### src/hdl/sfnc_pkg.sv
package sfnc_pkg;

    // Register file
    localparam int unsigned CFG_INDEX_W = 1;
    localparam int unsigned CFG_DATA_W  = 10;
    localparam logic [CFG_INDEX_W-1:0] CFG_MAX_LENGTH = 1'd0;
    localparam logic [CFG_INDEX_W-1:0] CFG_EXT_ENABLE = 1'd1;
    localparam logic [7:0] MAX_LENGTH_RESET = 8'd128;
    localparam logic [9:0] EXT_ENABLE_RESET = 10'd1023;

    // Name tracking
    localparam int unsigned EXT_COUNT = 10;
    localparam int unsigned WINDOW    = 5;
    localparam logic [2:0]  STEM_KEEP = 3'd4;
    localparam logic [2:0]  STEM_SAT  = 3'd5;

    typedef enum logic [2:0] {
        REF_OK        = 3'd0,
        REF_TOO_LONG  = 3'd1,
        REF_SEPARATOR = 3'd2,
        REF_LEAD_DOT  = 3'd3,
        REF_TRAIL     = 3'd4,
        REF_BAD       = 3'd5,
        REF_EXT       = 3'd6
    } t_refusal;

    // Absorbed view of a name after the current byte
    typedef struct packed {
        logic [7:0]       byte_count;
        logic [3:0][7:0]  stem;
        logic [2:0]       stem_len;
        logic [4:0][7:0]  window;
        logic             separator_seen;
        logic             bad_byte_seen;
        logic             starts_with_dot;
    } t_track;

    typedef logic [39:0] t_ext_text;

    // Extensions, right aligned: json png jpg jpeg webp gif bmp xml txt svg
    localparam t_ext_text EXT_TEXT [EXT_COUNT] = '{
        40'(".json"), 40'(".png"), 40'(".jpg"), 40'(".jpeg"), 40'(".webp"),
        40'(".gif"),  40'(".bmp"), 40'(".xml"), 40'(".txt"),  40'(".svg")
    };
    localparam logic [EXT_COUNT-1:0] EXT_IS_FIVE = 10'b00_0001_1001;

    function automatic logic [7:0] fold_lower(input logic [7:0] c);
        fold_lower = (c >= "A" && c <= "Z") ? c + 8'd32 : c;
    endfunction

endpackage

### src/hdl/sfnc_name_if.sv
interface sfnc_name_if import sfnc_pkg::*; ();
    logic       valid;
    logic       ready;
    logic [7:0] name_byte;
    logic       is_last;

    modport source (output valid, output name_byte, output is_last, input ready);
    modport sink (input valid, input name_byte, input is_last, output ready);
endinterface

### src/hdl/sfnc_verdict_if.sv
interface sfnc_verdict_if import sfnc_pkg::*; ();
    logic       valid;
    logic       ready;
    logic       is_safe;
    logic [2:0] refusal_code;

    modport source (output valid, output is_safe, output refusal_code, input ready);
    modport sink (input valid, input is_safe, input refusal_code, output ready);
endinterface

### src/hdl/sfnc_tracker.sv
module sfnc_tracker import sfnc_pkg::*; (
    input  logic       i_clk,
    input  logic       i_rst_n,
    input  logic       i_step,
    input  logic [7:0] i_byte,
    input  logic       i_last,
    output t_track     o_track
);

    t_track r_track;
    t_track n_track;
    logic   r_dot_seen;
    logic   n_dot_seen;
    logic [7:0] lc;
    logic       allowed;

    // Absorb the byte into the running view
    always_comb begin
        lc = fold_lower(i_byte);
        allowed = (i_byte >= "0" && i_byte <= "9") || (i_byte >= "a" && i_byte <= "z") ||
                  (i_byte >= "A" && i_byte <= "Z") || i_byte == "." || i_byte == "_" ||
                  i_byte == "-";
        n_track = r_track;
        n_dot_seen = r_dot_seen;
        if (r_track.byte_count == 8'd0 && i_byte == ".") begin
            n_track.starts_with_dot = 1'b1;
        end
        if (r_track.byte_count != 8'd255) begin
            n_track.byte_count = r_track.byte_count + 8'd1;
        end
        if (i_byte == "/" || i_byte == "\\" || i_byte == ":") begin
            n_track.separator_seen = 1'b1;
        end
        if (!allowed) begin
            n_track.bad_byte_seen = 1'b1;
        end
        if (!r_dot_seen) begin
            if (i_byte == ".") begin
                n_dot_seen = 1'b1;
            end else begin
                if (r_track.stem_len < STEM_KEEP) begin
                    n_track.stem[r_track.stem_len[1:0]] = lc;
                end
                if (r_track.stem_len < STEM_SAT) begin
                    n_track.stem_len = r_track.stem_len + 3'd1;
                end
            end
        end
        n_track.window = {lc, r_track.window[4:1]};
    end

    // Hold between bytes, clear after the last byte of a name
    always_ff @(posedge i_clk) begin
        if (!i_rst_n) begin
            r_track    <= '0;
            r_dot_seen <= 1'b0;
        end else if (i_step) begin
            if (i_last) begin
                r_track    <= '0;
                r_dot_seen <= 1'b0;
            end else begin
                r_track    <= n_track;
                r_dot_seen <= n_dot_seen;
            end
        end
    end

    assign o_track = n_track;

endmodule

### src/hdl/sfnc_judge.sv
module sfnc_judge import sfnc_pkg::*; (
    input  t_track     i_track,
    input  logic [7:0] i_last_byte,
    input  logic [7:0] i_max_length,
    input  logic [9:0] i_ext_enable,
    output t_refusal   o_code
);

    logic [23:0] stem3;
    logic        reserved;
    logic [39:0] tail5;
    logic [EXT_COUNT-1:0] ext_hit;

    // Match the stem against device names
    always_comb begin
        stem3 = {i_track.stem[0], i_track.stem[1], i_track.stem[2]};
        reserved = 1'b0;
        if (i_track.stem_len == 3'd3) begin
            reserved = stem3 == "con" || stem3 == "prn" || stem3 == "aux" ||
                       stem3 == "nul";
        end else if (i_track.stem_len == 3'd4) begin
            reserved = (stem3 == "com" || stem3 == "lpt") &&
                       i_track.stem[3] >= "1" && i_track.stem[3] <= "9";
        end
    end

    // Compare the tail against each enabled extension in parallel
    always_comb begin
        tail5 = {i_track.window[0], i_track.window[1], i_track.window[2],
                 i_track.window[3], i_track.window[4]};
        for (int e = 0; e < EXT_COUNT; e++) begin
            if (EXT_IS_FIVE[e]) begin
                ext_hit[e] = i_ext_enable[e] && i_track.byte_count >= 8'd5 &&
                             tail5 == EXT_TEXT[e];
            end else begin
                ext_hit[e] = i_ext_enable[e] && i_track.byte_count >= 8'd4 &&
                             tail5[31:0] == EXT_TEXT[e][31:0];
            end
        end
    end

    // Pick the first refusal in priority order
    always_comb begin
        if (i_track.byte_count > i_max_length) begin
            o_code = REF_TOO_LONG;
        end else if (i_track.separator_seen) begin
            o_code = REF_SEPARATOR;
        end else if (i_track.starts_with_dot) begin
            o_code = REF_LEAD_DOT;
        end else if (i_last_byte == "." || i_last_byte == " ") begin
            o_code = REF_TRAIL;
        end else if (i_track.bad_byte_seen || reserved) begin
            o_code = REF_BAD;
        end else if (ext_hit == '0) begin
            o_code = REF_EXT;
        end else begin
            o_code = REF_OK;
        end
    end

endmodule

### src/hdl/safe_file_name_checker_core.sv
// A name's last byte passes the input register, then its verdict is held in the verdict register.
// Throughput: one name byte per cycle; the byte register and the verdict register
// let bytes keep flowing while a verdict waits, only a second last byte stalls.
// Reset (synchronous, active low): name state and both registers empty,
// max_length 128, extension_enable all ones.
module safe_file_name_checker_core import sfnc_pkg::*; (
    input  logic                   i_clk,
    input  logic                   i_rst_n,
    sfnc_name_if.sink              i_name,
    sfnc_verdict_if.source         o_verdict,
    input  logic                   i_cfg_we,
    input  logic [CFG_INDEX_W-1:0] i_cfg_index,
    input  logic [CFG_DATA_W-1:0]  i_cfg_data
);

    logic [7:0] r_max_length;
    logic [9:0] r_ext_enable;

    logic       r_s1_valid;
    logic [7:0] r_s1_byte;
    logic       r_s1_last;
    logic       r_out_valid;
    logic       r_out_safe;
    t_refusal   r_out_code;

    logic       out_free;
    logic       s1_move;
    logic       in_take;
    t_track     track;
    t_refusal   code;

    // Configuration registers
    always_ff @(posedge i_clk) begin
        if (!i_rst_n) begin
            r_max_length <= MAX_LENGTH_RESET;
            r_ext_enable <= EXT_ENABLE_RESET;
        end else if (i_cfg_we) begin
            case (i_cfg_index)
                CFG_MAX_LENGTH: r_max_length <= i_cfg_data[7:0];
                CFG_EXT_ENABLE: r_ext_enable <= i_cfg_data[9:0];
                default: ;
            endcase
        end
    end

    // Flow control: a byte leaves the input register unless it is a last byte
    // facing a full verdict register
    assign out_free = !r_out_valid || o_verdict.ready;
    assign s1_move  = r_s1_valid && (!r_s1_last || out_free);
    assign i_name.ready = !r_s1_valid || s1_move;
    assign in_take  = i_name.valid && i_name.ready;

    // Input register
    always_ff @(posedge i_clk) begin
        if (!i_rst_n) begin
            r_s1_valid <= 1'b0;
        end else if (i_name.ready) begin
            r_s1_valid <= i_name.valid;
        end
    end

    always_ff @(posedge i_clk) begin
        if (in_take) begin
            r_s1_byte <= i_name.name_byte;
            r_s1_last <= i_name.is_last;
        end
    end

    sfnc_tracker u_tracker (
        .i_clk   (i_clk),
        .i_rst_n (i_rst_n),
        .i_step  (s1_move),
        .i_byte  (r_s1_byte),
        .i_last  (r_s1_last),
        .o_track (track)
    );

    sfnc_judge u_judge (
        .i_track      (track),
        .i_last_byte  (r_s1_byte),
        .i_max_length (r_max_length),
        .i_ext_enable (r_ext_enable),
        .o_code       (code)
    );

    // Verdict register
    always_ff @(posedge i_clk) begin
        if (!i_rst_n) begin
            r_out_valid <= 1'b0;
        end else if (out_free) begin
            r_out_valid <= s1_move && r_s1_last;
        end
    end

    always_ff @(posedge i_clk) begin
        if (out_free && s1_move && r_s1_last) begin
            r_out_safe <= code == REF_OK;
            r_out_code <= code;
        end
    end

    assign o_verdict.valid        = r_out_valid;
    assign o_verdict.is_safe      = r_out_safe;
    assign o_verdict.refusal_code = r_out_code;

    // Checks
    a_safe_matches_code: assert property (@(posedge i_clk) disable iff (!i_rst_n)
        o_verdict.valid |-> (o_verdict.is_safe == (o_verdict.refusal_code == REF_OK)))
        else $error("is_safe disagrees with refusal_code");

    a_code_in_range: assert property (@(posedge i_clk) disable iff (!i_rst_n)
        o_verdict.valid |-> (o_verdict.refusal_code <= REF_EXT))
        else $error("refusal_code out of range");

    a_last_gives_verdict: assert property (@(posedge i_clk) disable iff (!i_rst_n)
        (s1_move && r_s1_last) |=> r_out_valid)
        else $error("last byte moved without a verdict");

    a_stalled_last_blocks: assert property (@(posedge i_clk) disable iff (!i_rst_n)
        (r_s1_valid && r_s1_last && r_out_valid && !o_verdict.ready) |-> !i_name.ready)
        else $error("input taken over a stalled last byte");

endmodule
### src/flat_wrapper.sv
// flat-port wrapper written by rule: the top's interface ports become plain ports
module safe_file_name_checker_core_flat import sfnc_pkg::*;
  (i_clk, i_rst_n, i_cfg_we, i_cfg_index, i_cfg_data, i_name_valid, i_name_name_byte, i_name_is_last, i_name_ready, o_verdict_valid, o_verdict_is_safe, o_verdict_refusal_code, o_verdict_ready);
  sfnc_name_if i_name_i ();
  sfnc_verdict_if o_verdict_i ();
  input  logic i_clk;
  input  logic i_rst_n;
  input  logic i_cfg_we;
  input  logic [CFG_INDEX_W-1:0] i_cfg_index;
  input  logic [CFG_DATA_W-1:0] i_cfg_data;
  input wire logic [$bits(i_name_i.valid)-1:0] i_name_valid;
  input wire logic [$bits(i_name_i.name_byte)-1:0] i_name_name_byte;
  input wire logic [$bits(i_name_i.is_last)-1:0] i_name_is_last;
  output wire logic [$bits(i_name_i.ready)-1:0] i_name_ready;
  output wire logic [$bits(o_verdict_i.valid)-1:0] o_verdict_valid;
  output wire logic [$bits(o_verdict_i.is_safe)-1:0] o_verdict_is_safe;
  output wire logic [$bits(o_verdict_i.refusal_code)-1:0] o_verdict_refusal_code;
  input wire logic [$bits(o_verdict_i.ready)-1:0] o_verdict_ready;
  assign i_name_i.valid = i_name_valid;
  assign i_name_i.name_byte = i_name_name_byte;
  assign i_name_i.is_last = i_name_is_last;
  assign i_name_ready = i_name_i.ready;
  assign o_verdict_valid = o_verdict_i.valid;
  assign o_verdict_is_safe = o_verdict_i.is_safe;
  assign o_verdict_refusal_code = o_verdict_i.refusal_code;
  assign o_verdict_i.ready = o_verdict_ready;
  safe_file_name_checker_core u_core (.i_clk(i_clk), .i_rst_n(i_rst_n), .i_name(i_name_i), .o_verdict(o_verdict_i), .i_cfg_we(i_cfg_we), .i_cfg_index(i_cfg_index), .i_cfg_data(i_cfg_data));
endmodule
### config.mk
export PLATFORM = sky130hd
export DESIGN_NAME = safe_file_name_checker_core_flat
export DESIGN_NICKNAME = d
export VERILOG_FILES = /design/src/hdl/sfnc_pkg.sv /design/src/hdl/sfnc_name_if.sv /design/src/hdl/sfnc_verdict_if.sv /design/src/hdl/sfnc_tracker.sv /design/src/hdl/sfnc_judge.sv /design/src/hdl/safe_file_name_checker_core.sv /design/src/flat_wrapper.sv
export SDC_FILE = /design/constraint.sdc
export NUM_CORES = 1
export LEC_CHECK = 0
export CAP_MARGIN = 10
export CORE_UTILIZATION = 30
export DETAILED_ROUTE_END_ITERATION = 7
export DONT_BUFFER_PORTS = 1
export GPL_TIMING_DRIVEN = 0
export PLACE_DENSITY = 0.54
export RECOVER_POWER = 25
export SLEW_MARGIN = 20
export SYNTH_ARGS = -nofsm -noshare
export SYNTH_HDL_FRONTEND = slang
export SYNTH_HIERARCHICAL = 1
export SYNTH_SLANG_ARGS = --single-unit
### constraint.sdc
create_clock -name i_clk -period 5.04 [get_ports i_clk]
set_input_delay 1.008 -clock i_clk [delete_from_list [all_inputs] [get_ports i_clk]]
set_output_delay 1.008 -clock i_clk [all_outputs]
set_load 0.05 [all_outputs]
==> results of run 1 <==
## cells by family after synthesis
logic type	Yosys count	synth area share (%)
buffers and inverters	122	9.550
AOI/OAI and AO/OA	168	19.56
and+or+nand+nor	348	29.16
DFF	112	34.82
adders and majority gates	16	2.938
xor gates and xnor gates	4	0.5143
muxes	21	3.453
## critical path: cells and delay by family, from the launching register on
| family | cells | cell delay [ns] |
|---|---|---|
| flip-flops | 1 | 0.45 |
| multiplexers | 1 | 0.48 |
| AND/OR/NAND/NOR | 6 | 1.38 |
| AO/OA/AOI/OAI | 5 | 1.42 |
| buffers and inverters | 2 | 0.36 |
| adder cells (fa/ha/maj) | 1 | 0.14 |
## placed cells by master (no fill, tap or decap), drive strengths merged, types with 12 or more instances in the layout
cell | netlist | final
nand2 | 105 | 105
nand2b | 15 | 15
dfxtp | 99 | 99
inv | 42 | 42
o21ai | 31 | 31
edfxtp | 13 | 13
mux2 | 20 | 20
o22ai | 21 | 21
buf | 52 | 50
nand3b | 16 | 16
nor2 | 27 | 27
nand4 | 27 | 27
nand3 | 27 | 27
nor2b | 12 | 12
and3 | 13 | 13
clkbuf | 28 | 40
a21boi | 19 | 19
nor3 | 17 | 17
ha | 16 | 16
and2 | 23 | 23
a21oi | 31 | 31
## through the flow
step | cell area, um^2 | setup WS [ns] | power, W
2_1_floorplan | 6813 | 1.287 | 0.001103
3_3_place_gp | 7163 | 0.2945 | 0.001160
3_5_place_dp | 7163 | 0.3654 | 0.001160
4_1_cts | 7472 | 0.2397 | 0.001938
5_1_grt | 7476 | 0.2484 | 0.001991
6_report | 7476 | 0.5526 | 0.001913
## sequential cells by signal, indices dropped and copies added, names as in the netlist
register,cells
u_core/r_s1_valid,1
u_core/r_ext_enable,10
u_core/r_s1_byte,8
u_core/u_tracker/r_track,46
u_core/r_s1_last,1
u_core/u_tracker/r_dot_seen,1
u_core/u_tracker/o_track,32
u_core/o_verdict.valid,1
u_core/o_verdict.refusal_code,3
u_core/o_verdict.is_safe,1
u_core/r_max_length,8
## power breakdown
part           internal [W]  switching [W]  total [W]  leakage, nW
clock              0.000443       0.000330   0.000772        0.154
sequential         0.000923      0.0000239   0.000947        0.926
combinational     0.0000702       0.000124   0.000194         1.59
## synth_stat cells (4+ instances only)
| library cell | count |
|---|---|
| a32o_1 | 5 |
| ha_1 | 16 |
| nand3b_1 | 16 |
| inv_1 | 42 |
| and4_1 | 5 |
| nor4b_1 | 9 |
| a21oi_1 | 30 |
| nor3_1 | 17 |
| o22ai_1 | 21 |
| and2_1 | 23 |
| clkbuf_1 | 28 |
| o211ai_4 | 4 |
| dfxtp_1 | 99 |
| nand4_1 | 27 |
| nand3_1 | 27 |
| nand2b_1 | 15 |
| a2bb2o_4 | 9 |
| mux2_2 | 14 |
| nor2b_1 | 12 |
| o2bb2ai_1 | 8 |
| a31oi_1 | 4 |
| nor4_1 | 9 |
| edfxtp_1 | 13 |
| buf_6 | 6 |
| buf_2 | 7 |
| buf_4 | 37 |
| nor2_1 | 26 |
| mux2_1 | 6 |
| nand4b_1 | 7 |
| o211ai_2 | 4 |
| o21ai_0 | 28 |
| a21boi_1 | 17 |
| nand2_1 | 105 |
| o2111ai_1 | 4 |
| and3_1 | 13 |
## cell type report
cell class	count	area, um^2
well taps	280	350.3
clock buffers	10	239.0
plain buffers	80	490.5
fillers	2371	14550
flip-flops and latches	112	2372
inverters	42	157.7
multi-input cells	557	3796
clock inverters	4	70.07
## final timing paths
kind,to,from
max,u_core/o_verdict.is_safe$_DFFE_PP_,u_core/r_s1_byte[5]$_DFFE_PP_
min reg2reg,u_core/r_max_length[2]$_SDFFE_PN0P_,u_core/r_max_length[2]$_SDFFE_PN0P_
max reg2reg,u_core/o_verdict.is_safe$_DFFE_PP_,u_core/r_s1_byte[5]$_DFFE_PP_
min,u_core/r_max_length[2]$_SDFFE_PN0P_,u_core/r_max_length[2]$_SDFFE_PN0P_
## layer usage
layer / wire (um) / share of wire (%)
met4: 335 / 1.8
met5: 0 / 0
met3: 726 / 3.9
met1: 9112 / 49
met2: 8384 / 45
==> impl_metrics.ini, run 1 <==
[worst_setup_path]
crit_required_ns = 5.15
crit_top_cell = nor3_1
cp-end-kind = flip-flop
worstSetupPathType = reg -> reg
ff2ff_path_depth = 15
crit_path_start_kind = flip-flop
worstPathMaxFanout = 11
reg2reg_slack_ns = 0.55
critPathArrivalTime_ns = 4.59
worstPathCellList = clkbuf_1 -> inv_1 -> ha_1 -> nand4_1 -> o22ai_1 -> a41oi_2 -> mux2_1 -> nand4b_1 -> nor3_1 -> o2111ai_1 -> a211oi_1 -> or3_1 -> or4b_1 -> a21boi_1 -> nor3_1
cpMaxStageDelayCell = or4b_1
cp_slowest_stage_delay_ns = 0.52

[power]
ir_drop_mv = 0.1703
p_leak_nw = 2.668
powerDensity_nw_per_um2 = 255.9

[synthesis]
synth_top_area_share_pct = 29.09
synth_edf_count = 13
ys_seq_area_share_pct = 34.82
ys_async_sr_fraction_pct = 0
synthCells = 791
yosys.area.top_type = dfxtp_1
ys_types = 79
avgSynthCellArea_um2 = 8.613
synth_area_um2 = 6813
synth-seq-cells = 112
syn_nets = 832
synthFlopType = dfxtp_1
synth_area_leaders = dfxtp_1 29%, nand2_1 5.8%, edfxtp_1 5.7%
yosysWarnings = 6

[clock_network]
cts.path.max_buffers = 2
cts.repair.resized = 0
cts_tree = yes
numCtsBuffers = 9
clkTransAtPathRegs_ns = 0.07
clock_latency_ns = 0.36
cts_setup_buffers = 0
cts_root_buffer = clkbuf_16
clock_sinks = 112
hold_buffers = 0
htreeDepth = 3

[timing]
max_slew_margin_pct = 37.89
setup_viol = 0
rsz0062_at_grt = no
tns_ns = 0
final.setup_skew_ns = 0.009349
drv_slew = 0
max_freq_ghz = 0.2228
period_share_pct = 89.04
final-hold-violation-count = 0
worst_pin_slew_ns = 0.9191
period_needed_ns = 4.487
holdWs_ns = 0.4522

[placement]
io_buffers = 0
gp_congestion = 0.8693
dp_cells = 1071
hpwl_um = 13610

[drt]
dr_total_vias = 5712
drt-initial-drc-count = 358
wl_um = 18560
routedWlPerCell_um = 17.11
drc = 0
firstDrtPassIters = 5
ant_nets = 0
vias_per_cell = 5.265

[cells_and_area]
drive_gt1_share_pct = 14.16
area_delta_synth_final_pct = 9.734
final_util_pct = 33.94
diodes = 0
fin_nets = 843
instances_no_fill = 1085

[global_routing]
met3_usage_pct = 1.934
use_met1_pct = 22.58
grt_antenna_before_repair = 0
grt_pass1_vias = 5481
grt_max_degree = 17
track_usage_pct = 16.20
met2_usage_pct = 25.67
busiest_layer = met2
gr-total-overflow = 0
grt_pass1_wl_um = 29880

[worst_hold_path]
min_path_type = reg -> reg
hold_depth = 2

[die]
start_util_pct = 30.93
die_x_um = 152.7
pin_count = 31
design.core.area_um2 = 22030
std_cell_rows = 54
die_y_um = 152.7
die-area_um2 = 23320

[outcome]
outcome = finished, final reports clean

[run]
max-cap-violations = 0
Power figures use the tool's default switching activity.
==> inputs of run 2 (changes only) <==
Settings changed: CORE_MARGIN set to 4.
==> run 2 against run 1 <==
Non-clock buffer count is the same. First-iteration DRC count grew 12%. Setup slack lost 0.14 ns. Sequential power is essentially flat.
==> impl_metrics.ini, run 2 (synthesis results as in run 1) <==
[clock_network]
cts_tree = yes
numCtsBuffers = 9
hold_buffers = 0
clock_latency_ns = 0.36
cts_setup_buffers = 0
cts.path.max_buffers = 2
htreeDepth = 3
clkTransAtPathRegs_ns = 0.08
cts_root_buffer = clkbuf_16
cts.repair.resized = 0
clock_sinks = 112

[worst_setup_path]
crit_top_cell = nor3_1
worstSetupPathType = reg -> reg
r2r_end = u_core/o_verdict.is_safe$_DFFE_PP_
cp_slowest_stage_delay_ns = 0.73
worstPathBufferInverterCount = 2
cp-end-kind = flip-flop
cp_top_family = compound AO/OA/AOI/OAI gates
r2r-start = u_core/r_s1_byte[5]$_DFFE_PP_
crit_path_start_kind = flip-flop
reg2reg_slack_ns = 0.41
critPathArrivalTime_ns = 4.73
crit_required_ns = 5.14
worstPathCellList = clkbuf_1 -> inv_1 -> ha_1 -> nand4_1 -> o22ai_1 -> a41oi_2 -> mux2_1 -> nand3b_1 -> nor3_1 -> or4bb_1 -> a2111oi_2 -> or3_1 -> a21oi_1 -> o21ai_1 -> nor3_1
worstPathMaxFanout = 11
ff2ff_path_depth = 15
cpMaxStageDelayCell = a41oi_2

[timing]
max_freq_ghz = 0.2161
period_needed_ns = 4.627
drv_slew = 0
setup_viol = 0
max_slew_margin_pct = 37.69
final.setup_skew_ns = 0.01003
worst_pin_slew_ns = 0.9303
rsz0062_at_grt = no
final-hold-violation-count = 0
period_share_pct = 91.80
tns_ns = 0

[drt]
ant_nets = 0
firstDrtPassIters = 5
dr_total_vias = 5771
drc = 0
vias_per_cell = 5.309
drt-initial-drc-count = 402
wl_um = 18880
routedWlPerCell_um = 17.37

[power]
p_comb_share_pct = 10.5
seqPwrFrac_pct = 50.9
powerDensity_nw_per_um2 = 249.6
internal_power_w = 0.001363
clockPowerShare_pct = 38.6
switching_power_w = 0.0004992
ir_drop_mv = 0.1759
switching_share_pct = 26.82
p_leak_nw = 2.655

[global_routing]
grt_pass1_wl_um = 30290
grt_pass1_vias = 5545
gr-total-overflow = 0
grt_antenna_before_repair = 0
grt_max_degree = 19
track_usage_pct = 15.25

[die]
design.core.area_um2 = 22090
start_util_pct = 30.84
die_x_um = 158.7
std_cell_rows = 54
pin_count = 31
die-area_um2 = 25180
die_y_um = 158.7

[placement]
gp_congestion = 0.8664
dp_cells = 1071
hpwl_um = 13730
io_buffers = 0

[outcome]
outcome = finished, final reports clean

[cells_and_area]
final_cell_mix = 105 x nand2_1, 99 x dfxtp_1, 42 x inv_1
area_delta_synth_final_pct = 9.495
layout.area.seq_um2 = 2372
regMostFlops = u_core/u_tracker/r_track
mostFrequentLayoutCell = nand2_1
multi_input_area_um2 = 3796
instances_no_fill = 1087
diodes = 0
largest_reg_flops = 46
nFillCells = 2325
drive_gt1_share_pct = 14.25
fin_nets = 843

[run]
max-cap-violations = 0

[worst_hold_path]
hold_depth = 2
min-delay-start = u_core/r_max_length[6]$_SDFFE_PN0P_
min_path_type = reg -> reg
holdPathEnd = u_core/r_max_length[6]$_SDFFE_PN0P_
[run 2: cell types whose count changed in the layout (fill, tap and decap cells not counted), sizes merged]
| cell | previous run | this run |
|---|---|---|
| clkbuf | 40 | 41 |
| clkinvlp | 0 | 1 |
| bufinv | 2 | 0 |
| inv | 42 | 43 |
| clkinv | 2 | 3 |
[run 2: final cells by class]
class	count	share of cell area [%]
buffer	80	6.575
tap	280	4.696
sequential	112	31.80
clock inverter	5	0.5200
multi-input combinational	557	50.89
clock buffer	11	3.405
inverter	42	2.113
[run 2: tightest hold or removal path, cell delays in order (launching register included)]
cell	delay, ns
dfxtp_1	0.31
nand2_1	0.05
a21boi_1	0.05
[run 2: worst max path at each step]
| stage | start | end | cells after the start |
|---|---|---|---|
| 2_1_floorplan | u_core/r_s1_byte[6]$_DFFE_PP_ | u_core/o_verdict.is_safe$_DFFE_PP_ | 13 |
| 3_3_place_gp | u_core/r_s1_byte[5]$_DFFE_PP_ | u_core/o_verdict.is_safe$_DFFE_PP_ | 15 |
| 6_report | u_core/r_s1_byte[5]$_DFFE_PP_ | u_core/o_verdict.is_safe$_DFFE_PP_ | 15 |
| 4_1_cts | u_core/r_s1_byte[5]$_DFFE_PP_ | u_core/o_verdict.is_safe$_DFFE_PP_ | 15 |
| 5_1_grt | u_core/r_s1_byte[5]$_DFFE_PP_ | u_core/o_verdict.is_safe$_DFFE_PP_ | 15 |
| 3_5_place_dp | u_core/r_s1_byte[5]$_DFFE_PP_ | u_core/o_verdict.is_safe$_DFFE_PP_ | 15 |
[run 2: power groups by stage]
stage                     Combinational (W)  Sequential [W]  Clock, W
after detailed placement           0.000194        0.000968         0
after CTS                          0.000195        0.000948  0.000745
after floorplan                    0.000143        0.000961         0
after global routing               0.000215        0.000950  0.000777
final                              0.000196        0.000948  0.000718
after global placement             0.000193        0.000968         0
[run 2: per-stage QoR]
step / setup slack [ns] / hold WS [ns] / total power (W) / cell area (um^2) / utilization, %
final: 0.4133 / 0.4558 / 0.001862 / 7460 / 33.76
after global routing: 0.1063 / 0.4831 / 0.001943 / 7460 / 33.76
after CTS: 0.4886 / 0.4557 / 0.001888 / 7462 / 33.78
after floorplan: 1.287 / 0.4269 / 0.001103 / 6813 / -
after global placement: 0.2419 / 0.4439 / 0.001161 / 7163 / 32.42
after detailed placement: 0.5311 / 0.4447 / 0.001162 / 7169 / 32.45
[run 2: metal layers]
| metal | vias to the layer above | wire (um) | global-route usage [%] |
|---|---|---|---|
| met2 | 159 | 8401 | 23.55 |
| met5 | - | 0 | 0 |
| met3 | 26 | 878 | 2.664 |
| met1 | 2723 | 9211 | 21.47 |
| met4 | 0 | 387 | 5.240 |
| li1 | 2863 | - | - |
